`src/sv/ieas_pkg.sv`:
```
// Shared types, codes and constants of the I2C EEPROM access sequencer.
package ieas_pkg;

	localparam int PAGE_BYTES = 64;
	localparam int PAGE_BITS  = $clog2(PAGE_BYTES);
	localparam int SEG_W      = 9;
	localparam int FIFO_DEPTH = 4;
	localparam int FIFO_AW    = $clog2(FIFO_DEPTH);
	localparam int FIFO_CW    = $clog2(FIFO_DEPTH + 1);

	// Sequencer phases.
	localparam logic [3:0] PH_IDLE   = 4'd0;
	localparam logic [3:0] PH_START  = 4'd1;
	localparam logic [3:0] PH_SLAW   = 4'd2;
	localparam logic [3:0] PH_AHI    = 4'd3;
	localparam logic [3:0] PH_ALO    = 4'd4;
	localparam logic [3:0] PH_RSTART = 4'd5;
	localparam logic [3:0] PH_SLAR   = 4'd6;
	localparam logic [3:0] PH_WDATA  = 4'd7;
	localparam logic [3:0] PH_RDATA  = 4'd8;

	// Item kinds.
	localparam logic ACT_REQUEST = 1'b0;
	localparam logic ACT_STATUS  = 1'b1;

	// Bus status codes reported by the controller.
	localparam logic [3:0] ST_START      = 4'd0;
	localparam logic [3:0] ST_REP_START  = 4'd1;
	localparam logic [3:0] ST_ARB_LOST   = 4'd2;
	localparam logic [3:0] ST_SLAW_ACK   = 4'd3;
	localparam logic [3:0] ST_SLAW_NACK  = 4'd4;
	localparam logic [3:0] ST_TXDATA_ACK = 4'd5;
	localparam logic [3:0] ST_TXDATA_NACK = 4'd6;
	localparam logic [3:0] ST_SLAR_ACK   = 4'd7;
	localparam logic [3:0] ST_SLAR_NACK  = 4'd8;
	localparam logic [3:0] ST_RXDATA_ACK = 4'd9;
	localparam logic [3:0] ST_RXDATA_NACK = 4'd10;

	// Bus commands.
	localparam logic [2:0] CMD_NONE   = 3'd0;
	localparam logic [2:0] CMD_START  = 3'd1;
	localparam logic [2:0] CMD_SEND   = 3'd2;
	localparam logic [2:0] CMD_RXACK  = 3'd3;
	localparam logic [2:0] CMD_RXNACK = 3'd4;
	localparam logic [2:0] CMD_STOP   = 3'd5;

	typedef struct packed {
		logic        action;
		logic        is_read;
		logic [15:0] start_address;
		logic [15:0] length;
		logic [3:0]  bus_status;
		logic [7:0]  rx_byte;
		logic [7:0]  write_byte;
	} item_t;

	typedef struct packed {
		logic [2:0]  bus_command;
		logic [7:0]  tx_byte;
		logic [15:0] want_index;
		logic        rx_valid;
		logic [7:0]  rx_data;
		logic [15:0] rx_index;
		logic        done_res;
		logic        failed;
		logic [15:0] byte_count;
		logic        last;
	} res_t;

	typedef struct packed {
		logic [3:0]       phase;
		logic             read_mode;
		logic [15:0]      cur_addr;
		logic [15:0]      remaining;
		logic [SEG_W-1:0] seg_left;
		logic [15:0]      total_done;
	} seq_state_t;

endpackage

```
`src/sv/i2c_eeprom_access_sequencer_core.sv`:
```
// Top level of the I2C EEPROM access sequencer: input stage, state and result queue.
//
//  channel | signals                          | moves
//  in      | in_valid / in_ready              | one request or bus status item per transfer
//  out     | out_valid / out_ready            | one bus command result per transfer
//  cfg     | cfg_wr_en / cfg_wr_data          | device address write, no handshake
//
// An accepted item is registered, then evaluated in the next cycle; the result queue
// registers its results before they can be taken. One item per cycle is sustained while
// each gives one result and out_ready stays high; two results take two output transfers.
// The input register is released only while the four-entry result queue has room for two.
// Reset clears the state to idle and the device address to 80; there is no clearing pass.
module i2c_eeprom_access_sequencer_core (
	input  logic        clk,
	input  logic        arst_n,
	input  logic        in_valid,
	output logic        in_ready,
	input  logic        action,
	input  logic        is_read,
	input  logic [15:0] start_address,
	input  logic [15:0] length,
	input  logic [3:0]  bus_status,
	input  logic [7:0]  rx_byte,
	input  logic [7:0]  write_byte,
	output logic        out_valid,
	input  logic        out_ready,
	output logic [2:0]  bus_command,
	output logic [7:0]  tx_byte,
	output logic [15:0] want_index,
	output logic        rx_valid,
	output logic [7:0]  rx_data,
	output logic [15:0] rx_index,
	output logic        done_res,
	output logic        failed,
	output logic [15:0] byte_count,
	output logic        last,
	input  logic        cfg_wr_en,
	input  logic [6:0]  cfg_wr_data
);

	logic                 valid_s1;
	ieas_pkg::item_t      item_s1;
	ieas_pkg::seq_state_t state_q;
	ieas_pkg::seq_state_t state_nxt;
	logic [6:0]           dev_addr_q;
	logic [1:0]           n_res;
	logic [1:0]           push_cnt;
	ieas_pkg::res_t       res0;
	ieas_pkg::res_t       res1;
	ieas_pkg::res_t       head;
	logic                 room;
	logic                 consume;

	assign consume  = valid_s1 && room;
	assign in_ready = !valid_s1 || consume;
	assign push_cnt = consume ? n_res : 2'd0;

	always_ff @(posedge clk) begin
		if (in_valid && in_ready) begin
			item_s1.action        <= action;
			item_s1.is_read       <= is_read;
			item_s1.start_address <= start_address;
			item_s1.length        <= length;
			item_s1.bus_status    <= bus_status;
			item_s1.rx_byte       <= rx_byte;
			item_s1.write_byte    <= write_byte;
		end
	end

	always_ff @(posedge clk or negedge arst_n) begin
		if (!arst_n) begin
			valid_s1   <= 1'b0;
			state_q    <= '0;
			dev_addr_q <= 7'd80;
		end else begin
			if (in_ready) begin
				valid_s1 <= in_valid;
			end
			if (consume) begin
				state_q <= state_nxt;
			end
			if (cfg_wr_en) begin
				dev_addr_q <= cfg_wr_data;
			end
		end
	end

	ieas_step u_step (
		.st       (state_q),
		.item     (item_s1),
		.dev_addr (dev_addr_q),
		.nxt      (state_nxt),
		.n_res    (n_res),
		.res0     (res0),
		.res1     (res1)
	);

	ieas_res_fifo u_fifo (
		.clk        (clk),
		.arst_n     (arst_n),
		.push_cnt   (push_cnt),
		.din0       (res0),
		.din1       (res1),
		.room       (room),
		.dout_valid (out_valid),
		.dout_ready (out_ready),
		.dout       (head)
	);

	assign bus_command = head.bus_command;
	assign tx_byte     = head.tx_byte;
	assign want_index  = head.want_index;
	assign rx_valid    = head.rx_valid;
	assign rx_data     = head.rx_data;
	assign rx_index    = head.rx_index;
	assign done_res    = head.done_res;
	assign failed      = head.failed;
	assign byte_count  = head.byte_count;
	assign last        = head.last;

endmodule

```
`src/sv/ieas_step.sv`:
```
// Next-state and result logic of the sequencer for one item.
module ieas_step (
	input  ieas_pkg::seq_state_t st,
	input  ieas_pkg::item_t      item,
	input  logic [6:0]           dev_addr,
	output ieas_pkg::seq_state_t nxt,
	output logic [1:0]           n_res,
	output ieas_pkg::res_t       res0,
	output ieas_pkg::res_t       res1
);

	logic [2:0]  cmd;
	logic [7:0]  tx;
	logic        rxv;
	logic        done;
	logic        fail;
	logic        two;
	logic        none;
	logic [15:0] rem_dec;
	logic [ieas_pkg::SEG_W-1:0] seg_dec;
	logic [15:0] want;
	logic [7:0]  sla_w;
	logic [7:0]  sla_r;

	// Bytes left in the page that holds addr, capped by the bytes still to go.
	function automatic logic [ieas_pkg::SEG_W-1:0] page_room(input logic [15:0] addr,
		input logic [15:0] rem);
		logic [ieas_pkg::SEG_W-1:0] room;
		room = ieas_pkg::SEG_W'(ieas_pkg::PAGE_BYTES)
			- ieas_pkg::SEG_W'(addr[ieas_pkg::PAGE_BITS-1:0]);
		if (rem < 16'(room)) begin
			return rem[ieas_pkg::SEG_W-1:0];
		end
		return room;
	endfunction

	assign sla_w   = {dev_addr, 1'b0};
	assign sla_r   = {dev_addr, 1'b1};
	assign rem_dec = st.remaining - 16'd1;
	assign seg_dec = st.seg_left - ieas_pkg::SEG_W'(1);

	always_comb begin
		nxt  = st;
		cmd  = ieas_pkg::CMD_NONE;
		tx   = 8'd0;
		rxv  = 1'b0;
		done = 1'b0;
		fail = 1'b0;
		two  = 1'b0;
		none = 1'b0;
		if (item.action == ieas_pkg::ACT_REQUEST) begin
			if (st.phase != ieas_pkg::PH_IDLE) begin
				none = 1'b1;
			end else begin
				nxt.read_mode  = item.is_read;
				nxt.cur_addr   = item.start_address;
				nxt.remaining  = item.length;
				nxt.total_done = 16'd0;
				nxt.seg_left   = item.is_read ? '0
					: page_room(item.start_address, item.length);
				nxt.phase      = ieas_pkg::PH_START;
				cmd            = ieas_pkg::CMD_START;
			end
		end else begin
			case (st.phase)
				ieas_pkg::PH_START: begin
					if (item.bus_status inside {ieas_pkg::ST_START, ieas_pkg::ST_REP_START}) begin
						nxt.phase = ieas_pkg::PH_SLAW;
						cmd = ieas_pkg::CMD_SEND;
						tx = sla_w;
					end else if (item.bus_status == ieas_pkg::ST_ARB_LOST) begin
						nxt.phase = ieas_pkg::PH_START;
						cmd = ieas_pkg::CMD_START;
					end else begin
						// No stop goes out while the start itself is in doubt.
						nxt.phase = ieas_pkg::PH_IDLE;
						done = 1'b1;
						fail = 1'b1;
					end
				end
				ieas_pkg::PH_SLAW: begin
					if (item.bus_status == ieas_pkg::ST_SLAW_ACK) begin
						nxt.phase = ieas_pkg::PH_AHI;
						cmd = ieas_pkg::CMD_SEND;
						tx = st.cur_addr[15:8];
					end else if (item.bus_status inside {ieas_pkg::ST_SLAW_NACK,
						ieas_pkg::ST_ARB_LOST}) begin
						nxt.phase = ieas_pkg::PH_START;
						cmd = ieas_pkg::CMD_START;
					end else begin
						nxt.phase = ieas_pkg::PH_IDLE;
						cmd = ieas_pkg::CMD_STOP;
						done = 1'b1;
						fail = 1'b1;
					end
				end
				ieas_pkg::PH_AHI, ieas_pkg::PH_ALO: begin
					if (item.bus_status == ieas_pkg::ST_TXDATA_ACK) begin
						if (st.phase == ieas_pkg::PH_AHI) begin
							nxt.phase = ieas_pkg::PH_ALO;
							cmd = ieas_pkg::CMD_SEND;
							tx = st.cur_addr[7:0];
						end else if (st.read_mode) begin
							nxt.phase = ieas_pkg::PH_RSTART;
							cmd = ieas_pkg::CMD_START;
						end else if (st.seg_left != '0) begin
							nxt.phase = ieas_pkg::PH_WDATA;
							cmd = ieas_pkg::CMD_SEND;
							tx = item.write_byte;
						end else begin
							nxt.phase = ieas_pkg::PH_IDLE;
							cmd = ieas_pkg::CMD_STOP;
							done = 1'b1;
						end
					end else if (item.bus_status == ieas_pkg::ST_TXDATA_NACK) begin
						if (st.read_mode) begin
							nxt.phase = ieas_pkg::PH_IDLE;
							cmd = ieas_pkg::CMD_STOP;
							done = 1'b1;
						end else begin
							// Retry the page: stop now, start again.
							nxt.phase = ieas_pkg::PH_START;
							two = 1'b1;
						end
					end else if (item.bus_status == ieas_pkg::ST_ARB_LOST) begin
						nxt.phase = ieas_pkg::PH_START;
						cmd = ieas_pkg::CMD_START;
					end else begin
						nxt.phase = ieas_pkg::PH_IDLE;
						cmd = ieas_pkg::CMD_STOP;
						done = 1'b1;
						fail = 1'b1;
					end
				end
				ieas_pkg::PH_RSTART: begin
					if (item.bus_status inside {ieas_pkg::ST_START, ieas_pkg::ST_REP_START}) begin
						nxt.phase = ieas_pkg::PH_SLAR;
						cmd = ieas_pkg::CMD_SEND;
						tx = sla_r;
					end else if (item.bus_status == ieas_pkg::ST_ARB_LOST) begin
						nxt.phase = ieas_pkg::PH_START;
						cmd = ieas_pkg::CMD_START;
					end else begin
						nxt.phase = ieas_pkg::PH_IDLE;
						cmd = ieas_pkg::CMD_STOP;
						done = 1'b1;
						fail = 1'b1;
					end
				end
				ieas_pkg::PH_SLAR: begin
					if (item.bus_status == ieas_pkg::ST_SLAR_ACK) begin
						if (st.remaining == 16'd0) begin
							nxt.phase = ieas_pkg::PH_IDLE;
							cmd = ieas_pkg::CMD_STOP;
							done = 1'b1;
						end else begin
							nxt.phase = ieas_pkg::PH_RDATA;
							cmd = (st.remaining == 16'd1) ? ieas_pkg::CMD_RXNACK
								: ieas_pkg::CMD_RXACK;
						end
					end else if (item.bus_status == ieas_pkg::ST_SLAR_NACK) begin
						nxt.phase = ieas_pkg::PH_IDLE;
						cmd = ieas_pkg::CMD_STOP;
						done = 1'b1;
					end else if (item.bus_status == ieas_pkg::ST_ARB_LOST) begin
						nxt.phase = ieas_pkg::PH_START;
						cmd = ieas_pkg::CMD_START;
					end else begin
						nxt.phase = ieas_pkg::PH_IDLE;
						cmd = ieas_pkg::CMD_STOP;
						done = 1'b1;
						fail = 1'b1;
					end
				end
				ieas_pkg::PH_RDATA: begin
					if ((item.bus_status inside {ieas_pkg::ST_RXDATA_ACK,
						ieas_pkg::ST_RXDATA_NACK}) && st.remaining != 16'd0) begin
						nxt.total_done = st.total_done + 16'd1;
						nxt.cur_addr   = st.cur_addr + 16'd1;
						nxt.remaining  = rem_dec;
						rxv = 1'b1;
						if (item.bus_status == ieas_pkg::ST_RXDATA_NACK || rem_dec == 16'd0) begin
							nxt.phase = ieas_pkg::PH_IDLE;
							cmd = ieas_pkg::CMD_STOP;
							done = 1'b1;
						end else begin
							cmd = (rem_dec == 16'd1) ? ieas_pkg::CMD_RXNACK
								: ieas_pkg::CMD_RXACK;
						end
					end else begin
						nxt.phase = ieas_pkg::PH_IDLE;
						cmd = ieas_pkg::CMD_STOP;
						done = 1'b1;
						fail = 1'b1;
					end
				end
				ieas_pkg::PH_WDATA: begin
					if (item.bus_status == ieas_pkg::ST_TXDATA_ACK && st.seg_left != '0
						&& st.remaining != 16'd0) begin
						nxt.total_done = st.total_done + 16'd1;
						nxt.cur_addr   = st.cur_addr + 16'd1;
						nxt.remaining  = rem_dec;
						nxt.seg_left   = seg_dec;
						if (seg_dec != '0) begin
							cmd = ieas_pkg::CMD_SEND;
							tx = item.write_byte;
						end else if (rem_dec != 16'd0) begin
							// Page boundary: close this page and open the next one.
							nxt.seg_left = page_room(st.cur_addr + 16'd1, rem_dec);
							nxt.phase = ieas_pkg::PH_START;
							two = 1'b1;
						end else begin
							nxt.phase = ieas_pkg::PH_IDLE;
							cmd = ieas_pkg::CMD_STOP;
							done = 1'b1;
						end
					end else begin
						nxt.phase = ieas_pkg::PH_IDLE;
						cmd = ieas_pkg::CMD_STOP;
						done = 1'b1;
						fail = 1'b1;
					end
				end
				default: begin
					nxt.phase = ieas_pkg::PH_IDLE;
					none = 1'b1;
				end
			endcase
		end
	end

	assign want = nxt.total_done + ((nxt.phase == ieas_pkg::PH_WDATA) ? 16'd1 : 16'd0);

	always_comb begin
		res0 = '0;
		res1 = '0;
		res0.want_index = want;
		res0.byte_count = nxt.total_done;
		res1.want_index = want;
		res1.byte_count = nxt.total_done;
		if (two) begin
			res0.bus_command = ieas_pkg::CMD_STOP;
			res1.bus_command = ieas_pkg::CMD_START;
			res1.last = 1'b1;
		end else begin
			res0.bus_command = cmd;
			res0.tx_byte     = tx;
			res0.rx_valid    = rxv;
			res0.rx_data     = rxv ? item.rx_byte : 8'd0;
			res0.rx_index    = rxv ? st.total_done : 16'd0;
			res0.done_res    = done;
			res0.failed      = fail;
			res0.last        = 1'b1;
		end
		if (none) begin
			n_res = 2'd0;
		end else if (two) begin
			n_res = 2'd2;
		end else begin
			n_res = 2'd1;
		end
	end

endmodule

```
`src/sv/ieas_res_fifo.sv`:
```
// Result queue that takes up to two results per cycle and delivers one.
module ieas_res_fifo (
	input  logic            clk,
	input  logic            arst_n,
	input  logic [1:0]      push_cnt,
	input  ieas_pkg::res_t  din0,
	input  ieas_pkg::res_t  din1,
	output logic            room,
	output logic            dout_valid,
	input  logic            dout_ready,
	output ieas_pkg::res_t  dout
);

	ieas_pkg::res_t mem_q [ieas_pkg::FIFO_DEPTH];
	logic [ieas_pkg::FIFO_AW-1:0] wr_ptr_q;
	logic [ieas_pkg::FIFO_AW-1:0] rd_ptr_q;
	logic [ieas_pkg::FIFO_CW-1:0] count_q;
	logic pop;

	assign dout_valid = (count_q != '0);
	assign pop        = dout_valid && dout_ready;
	assign dout       = mem_q[rd_ptr_q];
	// Room for two more results without looking at the pop.
	assign room = (count_q <= ieas_pkg::FIFO_CW'(ieas_pkg::FIFO_DEPTH - 2));

	always_ff @(posedge clk) begin
		if (push_cnt != 2'd0) begin
			mem_q[wr_ptr_q] <= din0;
		end
		if (push_cnt == 2'd2) begin
			mem_q[wr_ptr_q + ieas_pkg::FIFO_AW'(1)] <= din1;
		end
	end

	always_ff @(posedge clk or negedge arst_n) begin
		if (!arst_n) begin
			wr_ptr_q <= '0;
			rd_ptr_q <= '0;
			count_q  <= '0;
		end else begin
			wr_ptr_q <= wr_ptr_q + ieas_pkg::FIFO_AW'(push_cnt);
			if (pop) begin
				rd_ptr_q <= rd_ptr_q + ieas_pkg::FIFO_AW'(1);
			end
			count_q <= count_q + ieas_pkg::FIFO_CW'(push_cnt)
				- ieas_pkg::FIFO_CW'(pop);
		end
	end

endmodule

```
`config.mk`:
```
export PLATFORM = sky130hd
export DESIGN_NAME = i2c_eeprom_access_sequencer_core
export DESIGN_NICKNAME = d
export VERILOG_FILES = /design/src/sv/ieas_pkg.sv /design/src/sv/i2c_eeprom_access_sequencer_core.sv /design/src/sv/ieas_step.sv /design/src/sv/ieas_res_fifo.sv
export SDC_FILE = /design/constraint.sdc
export NUM_CORES = 1
export LEC_CHECK = 0
export BUFFER_PORTS_ARGS = -buffer_cell sky130_fd_sc_hd__buf_4
export CAP_MARGIN = 0
export CORE_MARGIN = 4
export CORE_UTILIZATION = 45
export DETAILED_ROUTE_END_ITERATION = 12
export GPL_ROUTABILITY_DRIVEN = 0
export PLACE_DENSITY = 0.66
export SYNTH_ARGS = -nofsm -noshare
export SYNTH_HDL_FRONTEND = slang
export SYNTH_HIERARCHICAL = 1
export SYNTH_SLANG_ARGS = --single-unit
```
`constraint.sdc`:
```
create_clock -name clk -period 23.8 [get_ports clk]
set_input_delay 4.76 -clock clk [delete_from_list [all_inputs] [get_ports clk]]
set_output_delay 4.76 -clock clk [all_outputs]
set_load 0.1 [all_outputs]
```
==> metrics, run 1 <==
synth unique cells=about 110; Worst Hold Class=flop to flop; Layout fillers=4,494; Period Utilization, post-route=0.331; final hold violations=0; H-tree depth=2; DR WL/cell=22.9 µm; commonest non-fill, non-tap cell in the layout=mux2_2; Tot Pwr=0.00338 W; CTS max path bufs=3; gr usage total=0.205; slowest stage delay, CP=0.80 ns; IO buf count=138; TNS Setup=0 ns; PwrDens=between 100 and 150 nW/µm²; CORE AREA=52,600 µm²; clock skew=~0.021 ns; Initial Utilization=0.455; TritonCTS Buffers=slightly below 50; synthesized area=23,900 µm²; Routed WL=59,000 µm; Remaining Overflow, GRT=0; row cnt=84; Arrival @ worst endpoint=3.11 ns; synth warn=6; Crit Path Category=flop to primary output; CTS tree=done; PostCTS Resize Cnt=0; Detail Route Antenna Nets=0; P&R area growth vs syn=11.0%; DRC Markers=0; RSZ-0062 raised after global routing=no; min cycle time layout=7.87 ns; slowest CP cell=dfrtp_4; Root Buffer=clkbuf_16; status=finished clean; max_slew headroom=0.153; worst vdd ir=0.0861 mV; die span in x=238 µm; die height=approximately 240 µm; Non-Filler Instances=between 2k and 3k; I/O Pins=139; vias in the first global route=14.9k; ys async rst share=0.186; worst skew pair latency=0.58 ns; share of layout cells above drive strength 1=0.378; Slew @ Worst Pin=1.26 ns; die area=around 57,000 µm²; crit start category=flop; CP required=around 19 ns; DR vias/cell=around 5.8; sequential share of the synthesized area=0.505; first-pass GRT wire length=91,000 µm; Yosys reg bits=a little over 400; largest net degree at the start of global routing=63; Post-synth top flop=edfxtp_1; Initial DRT Pass Iterations=6; Critical Path Fanout Max=between 40 and 50; Setup Buffers After CTS=0; CTS clk-pin slew, worst paths=0.06 ns; Final Max Slew Viols=0; number of flops mapped to enable cells by yosys=338; Peak Freq=between 0.1 and 0.15 GHz; initial antenna violation count=1; Max Cap Viol=0; syn_area_per_cell=13.3 µm²; Via Count=14.9k; # hold bufs at CTS=0; Crit path top cell by count=buf_4; Sink Count=415; Antenna diodes=0; Lkg Pwr=10.2 nW; placed wire-length estimate=38,700 µm; most frequent cells in the layout=mux2_2 (342), edfxtp_1 (338), buf_4 (166); Inst Count DP=2,487; Crit. End Element=primary output; Final Setup Violations=0; Final Net Count=1,946; crit-path cells=buf_4 > mux4_2 > buf_4; starting DRC count in detailed routing=1,309; Syn Inst Count=1,792
synth_stat cells, types with 12 or more instances:
cell / number / share of area
nor2_1: 88 / 0.014
nor4_1: 14 / 0.0037
xor2_1: 25 / 0.0092
buf_4: 89 / 0.028
clkbuf_1: 39 / 0.0061
mux2i_1: 21 / 0.0088
and2_1: 27 / 0.0071
nand3_1: 22 / 0.0046
nor3_1: 28 / 0.0059
a21oi_1: 54 / 0.011
dfrtp_1: 75 / 0.079
buf_2: 41 / 0.0086
nand4_1: 16 / 0.0042
xnor2_1: 29 / 0.011
edfxtp_1: 338 / 0.42
inv_1: 37 / 0.0058
o21ai_0: 41 / 0.0086
mux2_2: 342 / 0.16
nand2_1: 107 / 0.017
and3_1: 12 / 0.0031
ha_1: 29 / 0.015
buf_6: 13 / 0.0061
mux4_2: 71 / 0.067
report_power, final:
part           internal [W]  total (W)  switching (W)
sequential         0.000939    0.00108       0.000143
clock              0.000443   0.000741       0.000298
combinational      0.000479    0.00156        0.00108
per-stage QoR:
step	area, µm²	utilization	setup WS [ns]	hold WS (ns)
floorplan	24000	-	16.27	0.461
global placement	25000	0.475	16.51	0.516
detailed placement	25000	0.475	16.46	0.510
CTS	26500	0.505	15.82	0.522
global route	26500	0.505	15.65	0.530
finish	26500	0.505	15.93	0.520
routing by layer:
layer / GRT usage / share of wire / up-vias
met5: 0 / 0.00020 / -
met4: 0.0440 / 0.020 / 2
met3: 0.0312 / 0.053 / 96
met2: 0.349 / 0.50 / 465
met1: 0.279 / 0.43 / 7470
li1: - / - / 6883
layout make-up:
cell class                      instances  area (µm²)  share of cell area
Clock buffer                           77        1420              0.0536
Clock inverter                         14         166             0.00627
Multi-Input combinational cell       1181       10600               0.400
Timing Repair Buffer                  166        1250              0.0470
Tap cell                              688         861              0.0324
Sequential cell                       415       12100               0.455
Inverter                               37         139             0.00523
sequential cells by signal, summed over array words and instances, names as in the netlist:
register	cells
dev_addr_q	7
u_fifo/mem_q	284
u_fifo/wr_ptr_q	2
valid_s1	1
u_fifo/rd_ptr_q	2
item_s1	54
u_fifo/count_q	3
state_q	62
critical path: cells and delay by family, from the launching register on:
family,cells,cell delay (ns)
buffers and inverters,2,1.01
DFF,1,0.80
muxes,1,0.61
kinds of logic (layout without fill, tap and decap cells):
group / after synthesis / count (layout) / share of synthesized area
AOI/OAI and AO/OA: 213 / 213 / 0.0637
xor gates and xnor gates: 54 / 54 / 0.0198
adders and majority gates: 30 / 30 / 0.0160
buffers and inverters: 232 / 294 / 0.0592
DFF: 415 / 415 / 0.505
muxes: 447 / 447 / 0.244
other: 1 / 37 / 0.000157
and+or+nand+nor: 400 / 400 / 0.0918
final timing paths:
path / start / to / slack, ns / cells past startpoint
setup / recovery: u_fifo/rd_ptr_q[0] / done_res / 15.93 / 3
hold / removal: dev_addr_q[2] / dev_addr_q[2] / 0.52 / 1
setup reg to reg: state_q[25] / u_fifo/mem_q[0][0] / 17.15 / 16
hold reg to reg: dev_addr_q[2] / dev_addr_q[2] / 0.52 / 1
max in group asynchronous: arst_n / u_fifo/rd_ptr_q[0] / 18.60 / 2
min in group asynchronous: arst_n / dev_addr_q[5] / 4.12 / 1
(Power assumes the default switching activity.)
==> run 2: changes to the inputs <==
--- a/config.mk
+++ b/config.mk
@@ -11,7 +11,7 @@
 export CORE_UTILIZATION = 45
 export DETAILED_ROUTE_END_ITERATION = 12
 export GPL_ROUTABILITY_DRIVEN = 0
-export PLACE_DENSITY = 0.66
+export PLACE_DENSITY = 0.68
 export SYNTH_ARGS = -nofsm -noshare
 export SYNTH_HDL_FRONTEND = slang
 export SYNTH_HIERARCHICAL = 1
==> constraint.sdc (replaced) <==
create_clock -name clk -period 6.6 [get_ports clk]
set_input_delay 1.32 -clock clk [delete_from_list [all_inputs] [get_ports clk]]
set_output_delay 1.32 -clock clk [all_outputs]
set_load 0.1 [all_outputs]
==> run 2 against run 1 <==
- clock skew shrank 0.0019 ns
- critical path depth grew 11
- worst hold slack gained 0.0033 ns
- clock-buffer cell count shrank 23
- clock power grew to 3.4 times the previous value
- global-route usage shrank 0.30 points
- routed wire length shrank 1.2%
- setup slack lost 15 ns
- cell area shrank 0.24%
- critical path type is now flop to flop
==> metrics, run 2 (synthesis gave the netlist of run 1 again) <==
Tot Pwr=0.0121 W (+260%); Reg2Reg Depth=14 (-2); P&R area growth vs syn=10.8%; reg-to-reg startpoint=state_q[25]; Remaining Overflow, GRT=0 (unchanged); number of flip-flops under the largest register name=284 (unchanged); crit path buf inv count=1 (-1); DR vias/cell=5.79 (about the same); met2 global-route usage=0.350 (+0.000433); CTS tree=done; DRC Markers=0 (unchanged); Gate power share=0.470 (+0.009); internal power=0.00657 W (+250%); Setup crit start=state_q[25]; TritonCTS Buffers=44 (-10%); clock skew=0.0194 ns (-0.00192 ns); Largest regs=u_fifo/mem_q: 284 flops, state_q: 62 flops, item_s1: 54 flops; Non-Filler Instances=2,572 (-0.23%); Lkg Pwr=10.1 nW (-0.33%); worst skew pair latency=0.59 ns (about the same); worst vdd ir=0.370 mV (+330%); Antenna diodes=0 (unchanged); Final Net Count=1,946 (unchanged); Peak Freq=0.177 GHz; Setup Buffers After CTS=0 (unchanged); commonest non-fill, non-tap cell in the layout=mux2_2; starting DRC count in detailed routing=1,335 (+2.0%); Reg2Reg Capture Point=u_fifo/mem_q[2][59]; Slew @ Worst Pin=1.32 ns (+0.0590 ns); die span in x=238 µm (unchanged); pre-CTS WS=1.10 ns (-15.36 ns); CORE AREA=52,600 µm² (unchanged); crit-path cells=inv_1 > ha_1 > or3b_1 > nor4b_1 > a211oi_1 > nor4b_2 > and3_1 > o31ai_1 > nor4bb_1 > ha_1 > nand3_4 > nor4b_4 > xor2_1 > mux2_2; PwrDens=459 nW/µm² (+260%); most frequent cells in the layout=mux2_2 (342), edfxtp_1 (338), buf_4 (167); largest reg by FF count=u_fifo/mem_q; min cycle time layout=5.66 ns; Final Setup Violations=0 (unchanged); met3 usage=0.0326 (+0.00139); CTS max path bufs=3 (unchanged); Final Max Slew Viols=0 (unchanged); slowest stage delay, CP=0.95 ns (+0.15 ns); final hold violations=0 (unchanged); Period Utilization, post-route=0.857; DR WL/cell=22.6 µm (-1.0%); # hold bufs at CTS=0 (unchanged); largest net degree at the start of global routing=72 (+14%); initial antenna violation count=0 (-1); TNS Setup=0 ns (unchanged); max_slew headroom=0.113 (-0.0397); H-tree depth=2 (unchanged); vias in the first global route=15.4k (+3.2%); die height=238 µm (unchanged); Crit Path Category=flop to flop; Routed WL=58,200 µm (-1.2%); PostCTS Resize Cnt=0 (unchanged); Initial Utilization=0.455 (unchanged); Inst Count DP=2,492 (+0.20%); CP top delay family=simple AND/OR/NAND/NOR gates; Net Sw Frac=0.459 (+0.00844); Max Cap Viol=0 (unchanged); Crit. End Element=flop; clock share of power=0.205 (-0.014); Flop pwr share=0.325 (+0.005); die area=56,900 µm² (unchanged); IO buf count=138 (unchanged); Initial DRT Pass Iterations=6 (unchanged); share of layout cells above drive strength 1=0.377 (-0.000920); I/O Pins=139 (unchanged); CP required=6.93 ns (-12.11 ns); gr usage total=0.202 (-0.00301); Via Count=14.9k (-0.21%); crit start category=flop; Crit path top cell by count=ha_1; Critical Path Fanout Max=9 (-80%); Top Usage Layer GRT=met2; placed wire-length estimate=36,900 µm (-4.7%); RSZ-0062 raised after global routing=no; post-layout util=0.504 (-0.00121); met1 Usage GRT=0.264 (-0.0157); Detail Route Antenna Nets=0 (unchanged); Worst Hold Class=flop to flop; Net Sw Power=0.00557 W (+270%); status=finished clean; slowest CP cell=nor4bb_1; first-pass GRT wire length=89,500 µm (-1.7%); Arrival @ worst endpoint=5.98 ns (+2.87 ns); end of the critical path=u_fifo/mem_q[2][59]; R2R setup slack=0.94 ns (-16.21 ns); Crit path depth=14 (+11); CTS clk-pin slew, worst paths=0.06 ns (about the same); Sink Count=415 (unchanged); row cnt=84 (unchanged); Root Buffer=clkbuf_16; Final Worst Setup Slack=0.943 ns (-14.98 ns)
run 2: cell count changes in the layout (fill, tap and decap cells not counted), moves of 2 or more:
cell       delta
clkbuf_1     -12
clkinv_1     +10
clkbuf_16     -6
clkbuf_8      -5
buf_12        +4
bufinv_16     +2
run 2: cell type report:
cell class | count | area, µm²
clock buffers | 54 | 1160
well taps | 688 | 861
repair buffers | 171 | 1330
fillers | 4513 | 26100
clock inverters | 26 | 279
inverters | 37 | 139
flip-flops and latches | 415 | 12100
multi-input cells | 1181 | 10600
run 2: worst min path at each step:
| stage | to | slack [ns] | depth (start not counted) | from |
|---|---|---|---|---|
| floorplan | u_fifo/wr_ptr_q[0] | 0.46 | 1 | u_fifo/wr_ptr_q[0] |
| global placement | dev_addr_q[3] | 0.51 | 1 | dev_addr_q[3] |
| detailed placement | dev_addr_q[1] | 0.52 | 1 | dev_addr_q[1] |
| CTS | dev_addr_q[0] | 0.53 | 1 | dev_addr_q[0] |
| global route | dev_addr_q[2] | 0.54 | 1 | dev_addr_q[2] |
| finish | dev_addr_q[0] | 0.52 | 1 | dev_addr_q[0] |
run 2: per-stage QoR:
step                      hold slack [ns]  instance area (µm²)
after CTS                           0.534                26500
after global placement              0.513                25000
after detailed placement            0.522                25000
after global routing                0.542                26500
after floorplan                     0.461                24100
final                               0.524                26500
run 2: power groups by stage:
stage	sequential [W]	clock (W)	combinational [W]
floorplan	0.00365	0	0.00481
global route	0.00401	0.00267	0.00598
detailed placement	0.00399	0	0.00574
CTS	0.00394	0.00256	0.00575
finish	0.00394	0.00249	0.00571
global placement	0.00397	0	0.00569
run 2: layer usage:
layer | vias to the layer above | share of wire
li1 | 6886 | -
met5 | - | 0
met4 | 0 | 0.026
met3 | 114 | 0.060
met2 | 529 | 0.50
met1 | 7355 | 0.41
==> run 3: changes to the inputs <==
--- a/config.mk
+++ b/config.mk
@@ -7,11 +7,13 @@
 export LEC_CHECK = 0
 export BUFFER_PORTS_ARGS = -buffer_cell sky130_fd_sc_hd__buf_4
 export CAP_MARGIN = 0
+export CELL_PAD_IN_SITES_DETAIL_PLACEMENT = 0
+export CELL_PAD_IN_SITES_GLOBAL_PLACEMENT = 2
 export CORE_MARGIN = 4
-export CORE_UTILIZATION = 45
+export CORE_UTILIZATION = 40
 export DETAILED_ROUTE_END_ITERATION = 12
 export GPL_ROUTABILITY_DRIVEN = 0
-export PLACE_DENSITY = 0.68
+export PLACE_DENSITY = 0.81
 export SYNTH_ARGS = -nofsm -noshare
 export SYNTH_HDL_FRONTEND = slang
 export SYNTH_HIERARCHICAL = 1
==> run 3 against run 2 <==
- worst hold slack improved by 0.011 ns
- via count decreased by 0.50%
- clock-buffer cell count increased by 5
- register-to-register slack improved by 0.14 ns
- critical endpoint is now u_fifo/mem_q[0][3]
- largest cell class unchanged
- largest power group unchanged
==> metrics, run 3 (synthesis gave the netlist of run 1 again) <==
CORE AREA=59,100 µm² (+13%); final hold violations=0 (unchanged); placed wire-length estimate=39,300 µm (+6.5%); Antenna diodes=0 (unchanged); Final Worst Setup Slack=1.09 ns (+0.143 ns); Via Count=14.8k (-0.50%); die height=252 µm (+5.9%); die span in x=252 µm (+5.9%); Lkg Pwr=10.1 nW (+0.23%); Detail Route Antenna Nets=0 (unchanged); CTS max path bufs=3 (unchanged); clock skew=0.0119 ns (-0.00751 ns); Final Max Slew Viols=0 (unchanged); I/O Pins=139 (unchanged); TritonCTS Buffers=47 (+6.8%); vias in the first global route=15.2k (-1.7%); RSZ-0062 raised after global routing=no; DR vias/cell=5.55 (-4.1%); pre-CTS WS=1.15 ns (+0.0450 ns); Routed WL=61,200 µm (+5.1%); Flop pwr share=0.323 (-0.002); CTS tree=done; Gate power share=0.474 (+0.004); H-tree depth=2 (unchanged); footprint of the multi-input gates=10,600 µm² (unchanged); Root Buffer=clkbuf_16; slowest CP cell=buf_4; crit start category=flop; row cnt=89 (+6.0%); most frequent cells in the layout=mux2_2 (342), edfxtp_1 (338), buf_4 (177); crit-path cells=inv_1 > ha_1 > or3b_1 > nor4b_1 > a211oi_1 > nor4b_2 > and3_1 > nor2_2 > a22oi_4 > nand2b_2 > inv_1 > a21oi_1 > and3_2 > nand4b_1 > buf_4 > mux2_2; Critical Path Fanout Max=34 (+25); min cycle time layout=5.51 ns (-0.143 ns); status=finished clean; Final Setup Violations=0 (unchanged); gr usage total=0.190 (-0.0120); P&R area growth vs syn=11.2%; worst skew pair latency=0.58 ns (about the same); PostCTS Resize Cnt=0 (unchanged); share of layout cells above drive strength 1=0.382 (+0.00520); Peak Freq=0.181 GHz (+2.6%); Net Sw Power=0.00564 W (+1.3%); starting DRC count in detailed routing=893 (-33%); Period Utilization, post-route=0.835 (-0.0217); clock share of power=0.203 (-0.002); # hold bufs at CTS=0 (unchanged); Slew @ Worst Pin=1.24 ns (-0.0736 ns); slowest stage delay, CP=0.50 ns (-0.45 ns); Initial Utilization=0.404 (-0.0506); Crit. End Element=flop; Setup Buffers After CTS=0 (unchanged); Fin Hold WS=0.535 ns (+0.0114 ns); IO buf count=138 (unchanged); Net Sw Frac=0.464 (+0.00568); Crit Path Category=flop to flop; Sink Count=415 (unchanged); Reg area=12,100 µm² (unchanged); Arrival @ worst endpoint=5.84 ns (-0.14 ns); CP required=6.93 ns (about the same); DRC Markers=0 (unchanged); PwrDens=457 nW/µm² (-0.26%); first-pass GRT wire length=93,100 µm (+4.0%); TNS Setup=0 ns (unchanged); worst vdd ir=0.350 mV (-5.5%); max_slew headroom=0.163 (+0.0496); Crit path top cell by count=inv_1; die area=63,700 µm² (+12%); largest net degree at the start of global routing=63 (-13%); Initial DRT Pass Iterations=5 (-1); post-layout util=0.449 (-0.0545); number of flip-flops under the largest register name=284 (unchanged); internal power=0.00651 W (-0.96%); Largest regs=u_fifo/mem_q: 284 flops, state_q: 62 flops, item_s1: 54 flops; Final Net Count=1,955 (+0.46%); Remaining Overflow, GRT=0 (unchanged); CTS clk-pin slew, worst paths=0.06 ns (about the same); Max Cap Viol=0 (unchanged); largest reg by FF count=u_fifo/mem_q; commonest non-fill, non-tap cell in the layout=mux2_2; Worst Hold Class=flop to flop; R2R setup slack=1.09 ns (+0.14 ns); initial antenna violation count=0 (unchanged); Layout fillers=5,334 (+18%); DR WL/cell=22.9 µm (+1.3%)
run 3: cell types whose count changed in the layout (fill, tap and decap cells not counted):
cell / before / now
buf_4: 167 / 177
clkinv_2: 6 / 13
clkinv_1: 10 / 6
clkbuf_8: 2 / 3
bufinv_16: 5 / 1
clkinv_4: 1 / 2
clkbuf_16: 44 / 47
clkinvlp_4: 1 / 2
clkinv_8: 1 / 0
clkbuf_1: 8 / 9
buf_12: 4 / 0
run 3: area by class of cell:
class / count / share of cell area
clock buffer: 59 / 0.0471
multi-input combinational: 1181 / 0.400
timing repair buffer: 177 / 0.0500
tap: 773 / 0.0364
sequential: 415 / 0.455
inverter: 37 / 0.00523
clock inverter: 26 / 0.00673
run 3: path summary, 6_finish.rpt:
path | from | cells after the start | to
setup / recovery | state_q[25] | 16 | u_fifo/mem_q[0][3]
hold / removal | dev_addr_q[3] | 1 | dev_addr_q[3]
setup reg to reg | state_q[25] | 16 | u_fifo/mem_q[0][3]
hold reg to reg | dev_addr_q[3] | 1 | dev_addr_q[3]
max in group asynchronous | arst_n | 2 | state_q[22]
min in group asynchronous | arst_n | 1 | dev_addr_q[1]
run 3: power groups by stage:
| stage | Clock [W] | Combinational, W | Sequential (W) |
|---|---|---|---|
| 4_1_cts | 0.00255 | 0.00584 | 0.00393 |
| 6_report | 0.00247 | 0.00576 | 0.00392 |
| 3_3_place_gp | 0 | 0.00580 | 0.00396 |
| 3_5_place_dp | 0 | 0.00582 | 0.00398 |
| 5_1_grt | 0.00266 | 0.00608 | 0.00399 |
| 2_1_floorplan | 0 | 0.00481 | 0.00365 |
run 3: per-layer routing:
layer	wire length [µm]	global-route usage
met1	27000	0.254
met2	30300	0.327
met3	2580	0.0256
met4	1360	0.0499
met5	0	0
run 3: worst max-delay path: cells and delay by family (launching register included):
kind / cells / cell delay [ns]
multiplexers: 1 / 0.40
flip-flops: 1 / 0.48
buffers and inverters: 3 / 0.86
adder cells (fa/ha/maj): 1 / 0.30
AO/OA/AOI/OAI: 3 / 0.46
AND/OR/NAND/NOR: 8 / 2.70
run 3: per-stage QoR:
step	power, W	cell area, µm²	instances
after global placement	0.00976	25100	2583
after CTS	0.0123	26600	2668
after detailed placement	0.00980	25100	2583
final	0.0122	26600	2668
after floorplan	0.00846	24100	1828
after global routing	0.0127	26600	2668
